--- src/design/dmi_pkg.sv ---
// Shared types and constants for the directional movement index stream.
`timescale 1ns / 1ps
package dmi_pkg;

    localparam int PERIOD_MAX = 64;
    localparam logic [6:0] PERIOD_RESET = 7'd14;
    localparam logic [22:0] DI_FULL = 23'd6553600;
    localparam int DIV_STEPS = 64;
    localparam int DIV_CNT_W = $clog2(DIV_STEPS);

    // divider request and response between the sequencer and the shared divider
    typedef struct packed {
        logic        start;
        logic [63:0] dividend;
        logic [39:0] divisor;
    } t_div_req;

    typedef struct packed {
        logic        busy;
        logic        done;
        logic [63:0] quotient;
    } t_div_rsp;

    // divisions of one candle, in issue order
    typedef enum logic [2:0] {
        OP_TR  = 3'd0,
        OP_PM  = 3'd1,
        OP_MM  = 3'd2,
        OP_PDI = 3'd3,
        OP_MDI = 3'd4,
        OP_DX  = 3'd5,
        OP_ADX = 3'd6
    } t_op;

endpackage

--- src/design/dmi_div.sv ---
// Restoring divider, one quotient bit per cycle, 64-bit dividend by 40-bit divisor.
`timescale 1ns / 1ps
module dmi_div import dmi_pkg::*; (
    input  logic     i_clk,
    input  logic     i_rst_n,
    input  t_div_req i_req,
    output t_div_rsp o_rsp
);

    logic                 r_busy;
    logic                 r_done;
    logic [DIV_CNT_W-1:0] r_cnt;
    logic [63:0]          r_dvd;
    logic [39:0]          r_dvs;
    logic [39:0]          r_rem;
    logic [40:0]          trial;
    logic                 fits;

    assign trial = {r_rem, r_dvd[63]};
    assign fits  = trial >= {1'b0, r_dvs};

    always_ff @(posedge i_clk) begin
        if (!i_rst_n) begin
            r_busy <= 1'b0;
            r_done <= 1'b0;
            r_cnt  <= '0;
        end else begin
            r_done <= 1'b0;
            if (i_req.start && !r_busy) begin
                r_busy <= 1'b1;
                r_cnt  <= '0;
                r_dvd  <= i_req.dividend;
                r_dvs  <= i_req.divisor;
                r_rem  <= '0;
            end else if (r_busy) begin
                // quotient bits shift into the low end as dividend bits leave the top
                r_rem <= fits ? 40'(trial - {1'b0, r_dvs}) : trial[39:0];
                r_dvd <= {r_dvd[62:0], fits};
                r_cnt <= r_cnt + 1'b1;
                if (r_cnt == DIV_CNT_W'(DIV_STEPS - 1)) begin
                    r_busy <= 1'b0;
                    r_done <= 1'b1;
                end
            end
        end
    end

    assign o_rsp.busy     = r_busy;
    assign o_rsp.done     = r_done;
    assign o_rsp.quotient = r_dvd;

endmodule

--- src/design/directional_movement_index_stream.sv ---
// Top level: Wilder +DI, -DI and ADX over a candle stream, one shared divider.
//
//  channel   dir   handshake             payload
//  s_axis    in    tvalid/tready         tdata: high, low, close; tuser: series_start
//  m_axis    out   tvalid/tready         tdata: plus_di, minus_di, adx; tuser: di_valid, adx_valid
//  cfg       in    i_cfg_wr_en           i_cfg_wr_data: smoothing_period
//
// A warm-up candle needs no division. A smoothed candle runs seven divisions
// on the shared divider (six when the ADX is still summing).
// Reset is synchronous and active low; it clears history and sets the period to 14.
// s_axis_tready is high only while idle; a result waits in the output register
// if m_axis_tready is low, and the block stalls until it is taken.
`timescale 1ns / 1ps
module directional_movement_index_stream import dmi_pkg::*; (
    input  logic        i_clk,
    input  logic        i_rst_n,
    input  logic        s_axis_tvalid,
    output logic        s_axis_tready,
    input  logic [95:0] s_axis_tdata,   // high_price, low_price, close_price
    input  logic        s_axis_tuser,   // series_start
    output logic        m_axis_tvalid,
    input  logic        m_axis_tready,
    output logic [71:0] m_axis_tdata,   // plus_di, minus_di, adx_value, zero pad
    output logic [1:0]  m_axis_tuser,   // di_valid, adx_valid
    input  logic        i_cfg_wr_en,
    input  logic [6:0]  i_cfg_wr_data
);

    typedef enum logic [4:0] {
        ST_IDLE   = 5'b00001,
        ST_CALC   = 5'b00010,
        ST_LAUNCH = 5'b00100,
        ST_WAIT   = 5'b01000,
        ST_OUT    = 5'b10000
    } t_state;

    t_state      r_state;
    t_op         r_op;
    logic [6:0]  r_period;
    logic [31:0] r_h, r_l, r_c;
    logic        r_start;
    logic [31:0] r_ph, r_pl, r_pc;
    logic [7:0]  r_cnt;
    logic [39:0] r_str, r_spm, r_smm;
    logic [31:0] r_x_tr, r_x_pm, r_x_mm;
    logic [22:0] r_pdi, r_mdi, r_dx;
    logic [31:0] r_acc;
    logic        r_out_valid;
    logic [71:0] r_out_data;
    logic [1:0]  r_out_user;

    t_div_req div_req;
    t_div_rsp div_rsp;

    dmi_div u_div (
        .i_clk   (i_clk),
        .i_rst_n (i_rst_n),
        .i_req   (div_req),
        .o_rsp   (div_rsp)
    );

    // period clamped to 2..PERIOD_MAX
    logic [6:0] p;
    always_comb begin
        p = r_period;
        if (r_period < 7'd2) p = 7'd2;
        if (r_period > 7'(PERIOD_MAX)) p = 7'(PERIOD_MAX);
    end

    // candle differences
    logic signed [32:0] hd, ld, hl, hpc, lpc, trv;
    logic [31:0] tr32, pdm, mdm;
    logic [7:0]  base_cnt, cnt_next, i_idx;
    logic        warm;
    always_comb begin
        hd  = $signed({1'b0, r_h}) - $signed({1'b0, r_ph});
        ld  = $signed({1'b0, r_pl}) - $signed({1'b0, r_l});
        hl  = $signed({1'b0, r_h}) - $signed({1'b0, r_l});
        hpc = $signed({1'b0, r_h}) - $signed({1'b0, r_pc});
        lpc = $signed({1'b0, r_l}) - $signed({1'b0, r_pc});
        if (hpc < 0) hpc = -hpc;
        if (lpc < 0) lpc = -lpc;
        trv = hl;
        if (hpc > trv) trv = hpc;
        if (lpc > trv) trv = lpc;
        tr32 = trv[31:0];
        pdm  = (hd > ld && hd > 0) ? hd[31:0] : 32'd0;
        mdm  = (ld > hd && ld > 0) ? ld[31:0] : 32'd0;
        base_cnt = r_start ? 8'd0 : r_cnt;
        cnt_next = (base_cnt == 8'd255) ? base_cnt : base_cnt + 8'd1;
        i_idx    = cnt_next - 8'd1;
        warm     = i_idx <= {1'b0, p};
    end

    function automatic logic [39:0] sat_add40(input logic [39:0] s, input logic [31:0] x);
        logic [40:0] t;
        t = {1'b0, s} + {9'b0, x};
        return t[40] ? '1 : t[39:0];
    endfunction

    function automatic logic [39:0] wilder40(input logic [39:0] s, input logic [39:0] q,
                                            input logic [31:0] x);
        logic [41:0] t;
        t = {2'b0, s} - {2'b0, q} + {10'b0, x};
        return (t[41:40] != 2'b00) ? '1 : t[39:0];
    endfunction

    function automatic logic [22:0] ratio_clamp(input logic [63:0] q, input logic den_zero);
        if (den_zero) return '0;
        return (q > {41'b0, DI_FULL}) ? DI_FULL : q[22:0];
    endfunction

    function automatic logic [31:0] acc_add_next(input logic [31:0] a, input logic [22:0] d);
        logic [32:0] t;
        t = {1'b0, a} + {10'b0, d};
        return t[32] ? '1 : t[31:0];
    endfunction

    // ADX phase: k counts DX values so far, this one included
    logic [7:0]  k;
    logic [22:0] di_diff;
    logic [23:0] di_sum;
    logic [32:0] acc_add;
    logic [31:0] acc_sat;
    logic [22:0] acc_min;
    logic [30:0] adx_num;
    logic [46:0] pm_scaled, mm_scaled;
    logic [29:0] dx_scaled;
    logic [39:0] p40;
    always_comb begin
        k        = r_cnt - {1'b0, p} - 8'd1;
        di_diff  = (r_pdi > r_mdi) ? r_pdi - r_mdi : r_mdi - r_pdi;
        di_sum   = {1'b0, r_pdi} + {1'b0, r_mdi};
        acc_add  = {1'b0, r_acc} + {10'b0, r_dx};
        acc_sat  = acc_add[32] ? '1 : acc_add[31:0];
        acc_min  = (r_acc > {9'b0, DI_FULL}) ? DI_FULL : r_acc[22:0];
        adx_num  = 31'({7'b0, acc_min} * {23'b0, p - 7'd1}) + {8'b0, r_dx};
        pm_scaled = {7'b0, r_spm} * 47'd100;
        mm_scaled = {7'b0, r_smm} * 47'd100;
        dx_scaled = {7'b0, di_diff} * 30'd100;
        p40       = {33'b0, p};
    end

    always_comb begin
        div_req.start = (r_state == ST_LAUNCH);
        case (r_op)
            OP_TR:   begin div_req.dividend = {24'b0, r_str}; div_req.divisor = p40; end
            OP_PM:   begin div_req.dividend = {24'b0, r_spm}; div_req.divisor = p40; end
            OP_MM:   begin div_req.dividend = {24'b0, r_smm}; div_req.divisor = p40; end
            OP_PDI:  begin div_req.dividend = {1'b0, pm_scaled, 16'b0}; div_req.divisor = r_str; end
            OP_MDI:  begin div_req.dividend = {1'b0, mm_scaled, 16'b0}; div_req.divisor = r_str; end
            OP_DX:   begin
                div_req.dividend = {18'b0, dx_scaled, 16'b0};
                div_req.divisor  = {16'b0, di_sum};
            end
            OP_ADX:  begin
                div_req.dividend = (k == {1'b0, p}) ? {32'b0, acc_sat} : {33'b0, adx_num};
                div_req.divisor  = p40;
            end
            default: begin div_req.dividend = '0; div_req.divisor = p40; end
        endcase
    end

    logic       di_ok, adx_ok;
    logic [22:0] adx_out;
    always_comb begin
        di_ok   = r_cnt >= {p, 1'b0};
        adx_ok  = (r_cnt > {1'b0, p}) && (k >= {1'b0, p});
        adx_out = (r_acc > {9'b0, DI_FULL}) ? DI_FULL : r_acc[22:0];
    end

    logic [63:0] q;
    assign q = div_rsp.quotient;

    always_ff @(posedge i_clk) begin
        if (!i_rst_n) begin
            r_state     <= ST_IDLE;
            r_op        <= OP_TR;
            r_period    <= PERIOD_RESET;
            r_ph        <= '0;
            r_pl        <= '0;
            r_pc        <= '0;
            r_cnt       <= '0;
            r_str       <= '0;
            r_spm       <= '0;
            r_smm       <= '0;
            r_acc       <= '0;
            r_pdi       <= '0;
            r_mdi       <= '0;
            r_dx        <= '0;
            r_out_valid <= 1'b0;
        end else begin
            if (i_cfg_wr_en) r_period <= i_cfg_wr_data;
            // in ST_OUT the output register is reloaded below instead
            if (r_out_valid && m_axis_tready && r_state != ST_OUT) r_out_valid <= 1'b0;
            case (r_state)
                ST_IDLE: begin
                    if (s_axis_tvalid) begin
                        r_h     <= s_axis_tdata[31:0];
                        r_l     <= s_axis_tdata[63:32];
                        r_c     <= s_axis_tdata[95:64];
                        r_start <= s_axis_tuser;
                        r_state <= ST_CALC;
                    end
                end
                ST_CALC: begin
                    r_ph  <= r_h;
                    r_pl  <= r_l;
                    r_pc  <= r_c;
                    r_cnt <= cnt_next;
                    r_pdi <= '0;
                    r_mdi <= '0;
                    if (r_start) r_acc <= '0;
                    if (base_cnt == 8'd0) begin
                        if (r_start) begin
                            r_str <= '0;
                            r_spm <= '0;
                            r_smm <= '0;
                        end
                        r_state <= ST_OUT;
                    end else if (warm) begin
                        r_str   <= sat_add40(r_str, tr32);
                        r_spm   <= sat_add40(r_spm, pdm);
                        r_smm   <= sat_add40(r_smm, mdm);
                        r_state <= ST_OUT;
                    end else begin
                        r_x_tr  <= tr32;
                        r_x_pm  <= pdm;
                        r_x_mm  <= mdm;
                        r_op    <= OP_TR;
                        r_state <= ST_LAUNCH;
                    end
                end
                ST_LAUNCH: begin
                    r_state <= ST_WAIT;
                end
                ST_WAIT: begin
                    if (div_rsp.done) begin
                        r_state <= ST_LAUNCH;
                        case (r_op)
                            OP_TR:  begin r_str <= wilder40(r_str, q[39:0], r_x_tr); r_op <= OP_PM; end
                            OP_PM:  begin r_spm <= wilder40(r_spm, q[39:0], r_x_pm); r_op <= OP_MM; end
                            OP_MM:  begin r_smm <= wilder40(r_smm, q[39:0], r_x_mm); r_op <= OP_PDI; end
                            OP_PDI: begin r_pdi <= ratio_clamp(q, r_str == '0); r_op <= OP_MDI; end
                            OP_MDI: begin r_mdi <= ratio_clamp(q, r_str == '0); r_op <= OP_DX; end
                            OP_DX:  begin
                                r_dx <= ratio_clamp(q, di_sum == '0);
                                r_op <= OP_ADX;
                                // still summing DX: no division needed
                                if (k < {1'b0, p}) begin
                                    r_acc   <= acc_add_next(r_acc, ratio_clamp(q, di_sum == '0));
                                    r_state <= ST_OUT;
                                end
                            end
                            OP_ADX: begin
                                r_acc   <= q[31:0];
                                r_state <= ST_OUT;
                            end
                            default: r_state <= ST_OUT;
                        endcase
                    end
                end
                ST_OUT: begin
                    if (!r_out_valid || m_axis_tready) begin
                        r_out_valid <= 1'b1;
                        r_out_data  <= {3'b0,
                                        adx_ok ? adx_out : 23'd0,
                                        di_ok ? r_mdi : 23'd0,
                                        di_ok ? r_pdi : 23'd0};
                        r_out_user  <= {adx_ok, di_ok};
                        r_state     <= ST_IDLE;
                    end
                end
                default: r_state <= ST_IDLE;
            endcase
        end
    end

    assign s_axis_tready = (r_state == ST_IDLE);
    assign m_axis_tvalid = r_out_valid;
    assign m_axis_tdata  = r_out_data;
    assign m_axis_tuser  = r_out_user;

    property p_adx_needs_di;
        @(posedge i_clk) disable iff (!i_rst_n)
        m_axis_tvalid && m_axis_tuser[1] |-> m_axis_tuser[0];
    endproperty
    a_adx_needs_di: assert property (p_adx_needs_di)
        else $error("adx_valid without di_valid");

    property p_div_idle;
        @(posedge i_clk) disable iff (!i_rst_n)
        (r_state == ST_IDLE) |-> !div_rsp.busy;
    endproperty
    a_div_idle: assert property (p_div_idle)
        else $error("divider busy while sequencer idle");

    property p_di_range;
        @(posedge i_clk) disable iff (!i_rst_n)
        m_axis_tvalid |-> (m_axis_tdata[22:0] <= DI_FULL) && (m_axis_tdata[45:23] <= DI_FULL);
    endproperty
    a_di_range: assert property (p_di_range)
        else $error("DI out of range");

endmodule
--- config.mk ---
export PLATFORM = sky130hd
export DESIGN_NAME = directional_movement_index_stream
export DESIGN_NICKNAME = d
export VERILOG_FILES = /design/src/design/dmi_pkg.sv /design/src/design/dmi_div.sv /design/src/design/directional_movement_index_stream.sv
export SDC_FILE = /design/constraint.sdc
export NUM_CORES = 2
export LEC_CHECK = 0
export BUFFER_PORTS_ARGS = -buffer_cell sky130_fd_sc_hd__clkbuf_2
export CORE_MARGIN = 10
export CORE_UTILIZATION = 35
export CTS_CLUSTER_DIAMETER = 60
export DETAILED_ROUTE_END_ITERATION = 12
export PLACE_DENSITY = 0.54
export SETUP_SLACK_MARGIN = 0.4
export SYNTH_ARGS = -nofsm -noshare
export SYNTH_HDL_FRONTEND = slang
export SYNTH_HIERARCHICAL = 1
export SYNTH_SLANG_ARGS = --single-unit
--- constraint.sdc ---
create_clock -name i_clk -period 10.13 [get_ports i_clk]
set_input_delay 2.026 -clock i_clk [delete_from_list [all_inputs] [get_ports i_clk]]
set_output_delay 2.026 -clock i_clk [all_outputs]
set_load 0.005 [all_outputs]
==> metrics.md <==
| Metric | Value |
|---|---|
| Family with the most delay on the worst path | simple AND/OR/NAND/NOR gates |
| WHS Path Cells | 2 |
| DRC Markers | 0 |
| Gate power share | 27.7% |
| Clock Tree Root | clkbuf_16 |
| Worst Hold End | r_ph[4] |
| Int Pwr | 7.10 mW |
| FMAX | 97.5 MHz |
| Die X | 518 um |
| M1 GR Usage | 32.3% |
| Final instance area | 103,000 um2 |
| Net Sw Frac | 32.9% |
| Port bufs | 181 |
| Routed wire length | 371,000 um |
| P_sw | 3.48 mW |
| Fin. max-slew vios | 0 |
| Mapped Cells | 10,810 |
| Placer's final routability congestion estimate | 0.993 |
| Clock sinks | 757 |
| FILL cells | 24,985 |
| Peak supply drop | 0.166 mV |
| Most Used Layer, Global Route | met2 |
| Hold Path Class | reg2reg |
| Post-route insts no fill | 15,078 |
| Hold_buf cts | 0 |
| IO Count | 185 |
| Hold path startpoint | r_ph[4] |
| Initial core utilization | 35.2% |
| Mean Syn Cell Area | 8.03 um2 |
| Status | finished with violations |
| First-pass GRT wire length | 540,000 um |
| Critical R2R Launch | r_h[0] |
| RSZ-0062 raised after global routing | true |
| Commonest non-fill, non-tap cell in the layout | ha_1 |
| Post-DP Area | 97,400 um2 |
| Initial antenna violation count | 19 |
| Via-to-Cell Ratio | 5.67 |
| Via count | 85,525 |
| Nature of the critical path endpoint | flop |
| Worst Max-Slew Pin Slew | 1320 ps |
| Setup CP Type | reg2reg |
| Slew margin rel. | 11.2% |
| Setup Viol. Count Final | 23 |
| Synth-to-Final Area Change | 18.6% |
| Total CTS buffers | 121 |
| Routed Antenna Nets | 0 |
| Post-synthesis cell area | 86,800 um2 |
| Vias in the first global route | 83,928 |
| H-tree depth | 3 |
| Flop-to-flop setup slack | -130 ps |
| Setup Skew | 79.7 ps |
| Total Routing Usage GR | 26.1% |
| Placed Cells | 14,798 |
| HPWL after detailed placement | 302,000 um |
| Core region area | 246,000 um2 |
| Setup crit start kind | flop |
| Reg-to-reg endpoint | r_str[1] |
| Fin. Hold Viols | 0 |
| Final Cycle Share | 101% |
| Slowest cell on the critical path | or4_4 |
| GRT overflow | 0 |
| Crit path arrival time | 10,990 ps |
| Tmin final | 10,260 ps |
| Pre-CTS setup slack | -774 ps |
| Commonest non-fill, non-tap cells in the layout | 1,128 x ha_1, 1,082 x nand2_1, 1,027 x a21oi_1 |
| Slowest stage delay, CP | 590 ps |
| Die area | 268,000 um2 |
| Crit-path max FO | 7 |
| PD cells | 103 nW/um2 |
| Failing checks | negative setup slack |
| CP Buf/Inv Count | 6 |
| Proportion of layout cells with a drive suffix above 1 | 14.0% |
| Worst-path clk slew | 60 ps |
| Worst r2r path cells | 53 |
| Max-cap violations | 0 |
| Routed WL per cell | 24.6 um |
| Met3 usage | 3.28% |
| CTS tree | yes |
| Clk buf depth | 3 |
| Crit path required time | 10,860 ps |
| Sequential Power Share | 31.4% |
| Initial DRC Count | 7,399 |
| Worst-Skew Late Latency | 830 ps |
| Final #Nets | 13,134 |
| LEAKAGE | 46.9 nW |
| FP Rows | 182 |
| Routing usage on met2 | 44.9% |
| Chip height | 518 um |
| Largest net degree at the start of global routing | 81 |
| Warnings from Yosys | 6 |
| Power share of the clock group | 40.9% |
| Worst setup margin | -131 ps |
| Drt pass-1 iters | 6 |
| CP dominant cell by count | a21oi_2 |
-- through the flow --
| step | TNS, ps | power [mW] | hold slack, ps | util [%] |
|---|---|---|---|---|
| after floorplan | 0 | 4.82 | 436 | - |
| after global placement | -20550 | 6.02 | 441 | 39.5 |
| after detailed placement | -25790 | 6.04 | 446 | 39.5 |
| after CTS | -7390 | 10.4 | 454 | 41.3 |
| after global routing | -20580 | 11.0 | 470 | 41.8 |
| final | -1640 | 10.6 | 453 | 41.8 |
-- state kept, by name, indices dropped and copies added (netlist names), 40 cells and up --
name,cells
m_axis_tdata,69
r_spm,40
u_div/r_dvd,64
u_div/r_dvs,40
r_str,40
u_div/r_rem,40
r_smm,40
-- what timing repair did --
item,CTS,global route
pin swaps,17,113
gates resized for setup,55,184
buffers inserted,7,29
cloned,0,7
endpoints found under the setup margin,59,118
-- area by class of cell --
class,instances,area (um2),area share [%]
antenna,6,15.0,0.0146
tap,3312,4140,4.03
sequential,757,19200,18.7
multi-input combinational,8635,63300,61.5
clock buffer,146,3200,3.11
timing repair buffer,1116,8230,7.99
inverter,1021,3840,3.73
clock inverter,85,926,0.900
-- power groups by stage --
stage | clock network [mW] | logic (mW) | registers (mW)
after global routing | 4.53 | 3.15 | 3.33
final | 4.33 | 2.93 | 3.33
after CTS | 4.40 | 2.71 | 3.32
after floorplan | 0 | 1.44 | 3.37
after detailed placement | 0 | 2.65 | 3.39
after global placement | 0 | 2.63 | 3.39
-- worst register-to-register path, delay by kind of cell, from the launching register on --
family / cells / cell delay (ps)
compound gates: 23 / 3580
fa+ha+maj: 6 / 1650
xor+xnor: 1 / 130
flops: 1 / 370
buf+inv: 6 / 610
simple gates: 16 / 3630
mux: 1 / 220
-- worst max path at each step --
stage                     depth (start not counted)  endpoint    from
final                                            53  r_str[1]  r_h[0]
after CTS                                        54  r_str[8]  r_h[0]
after global placement                           51  r_str[9]  r_h[0]
after global routing                             53  r_str[1]  r_h[0]
after floorplan                                  58  r_str[4]  r_h[0]
after detailed placement                         50  r_str[1]  r_h[0]
-- metal layers --
metal / up-vias / wire length, um
li1: 40411 / -
met1: 41434 / 152000
met2: 2974 / 177000
met3: 704 / 21300
met4: 2 / 21000
met5: - / 13
(Power assumes the default switching activity.)
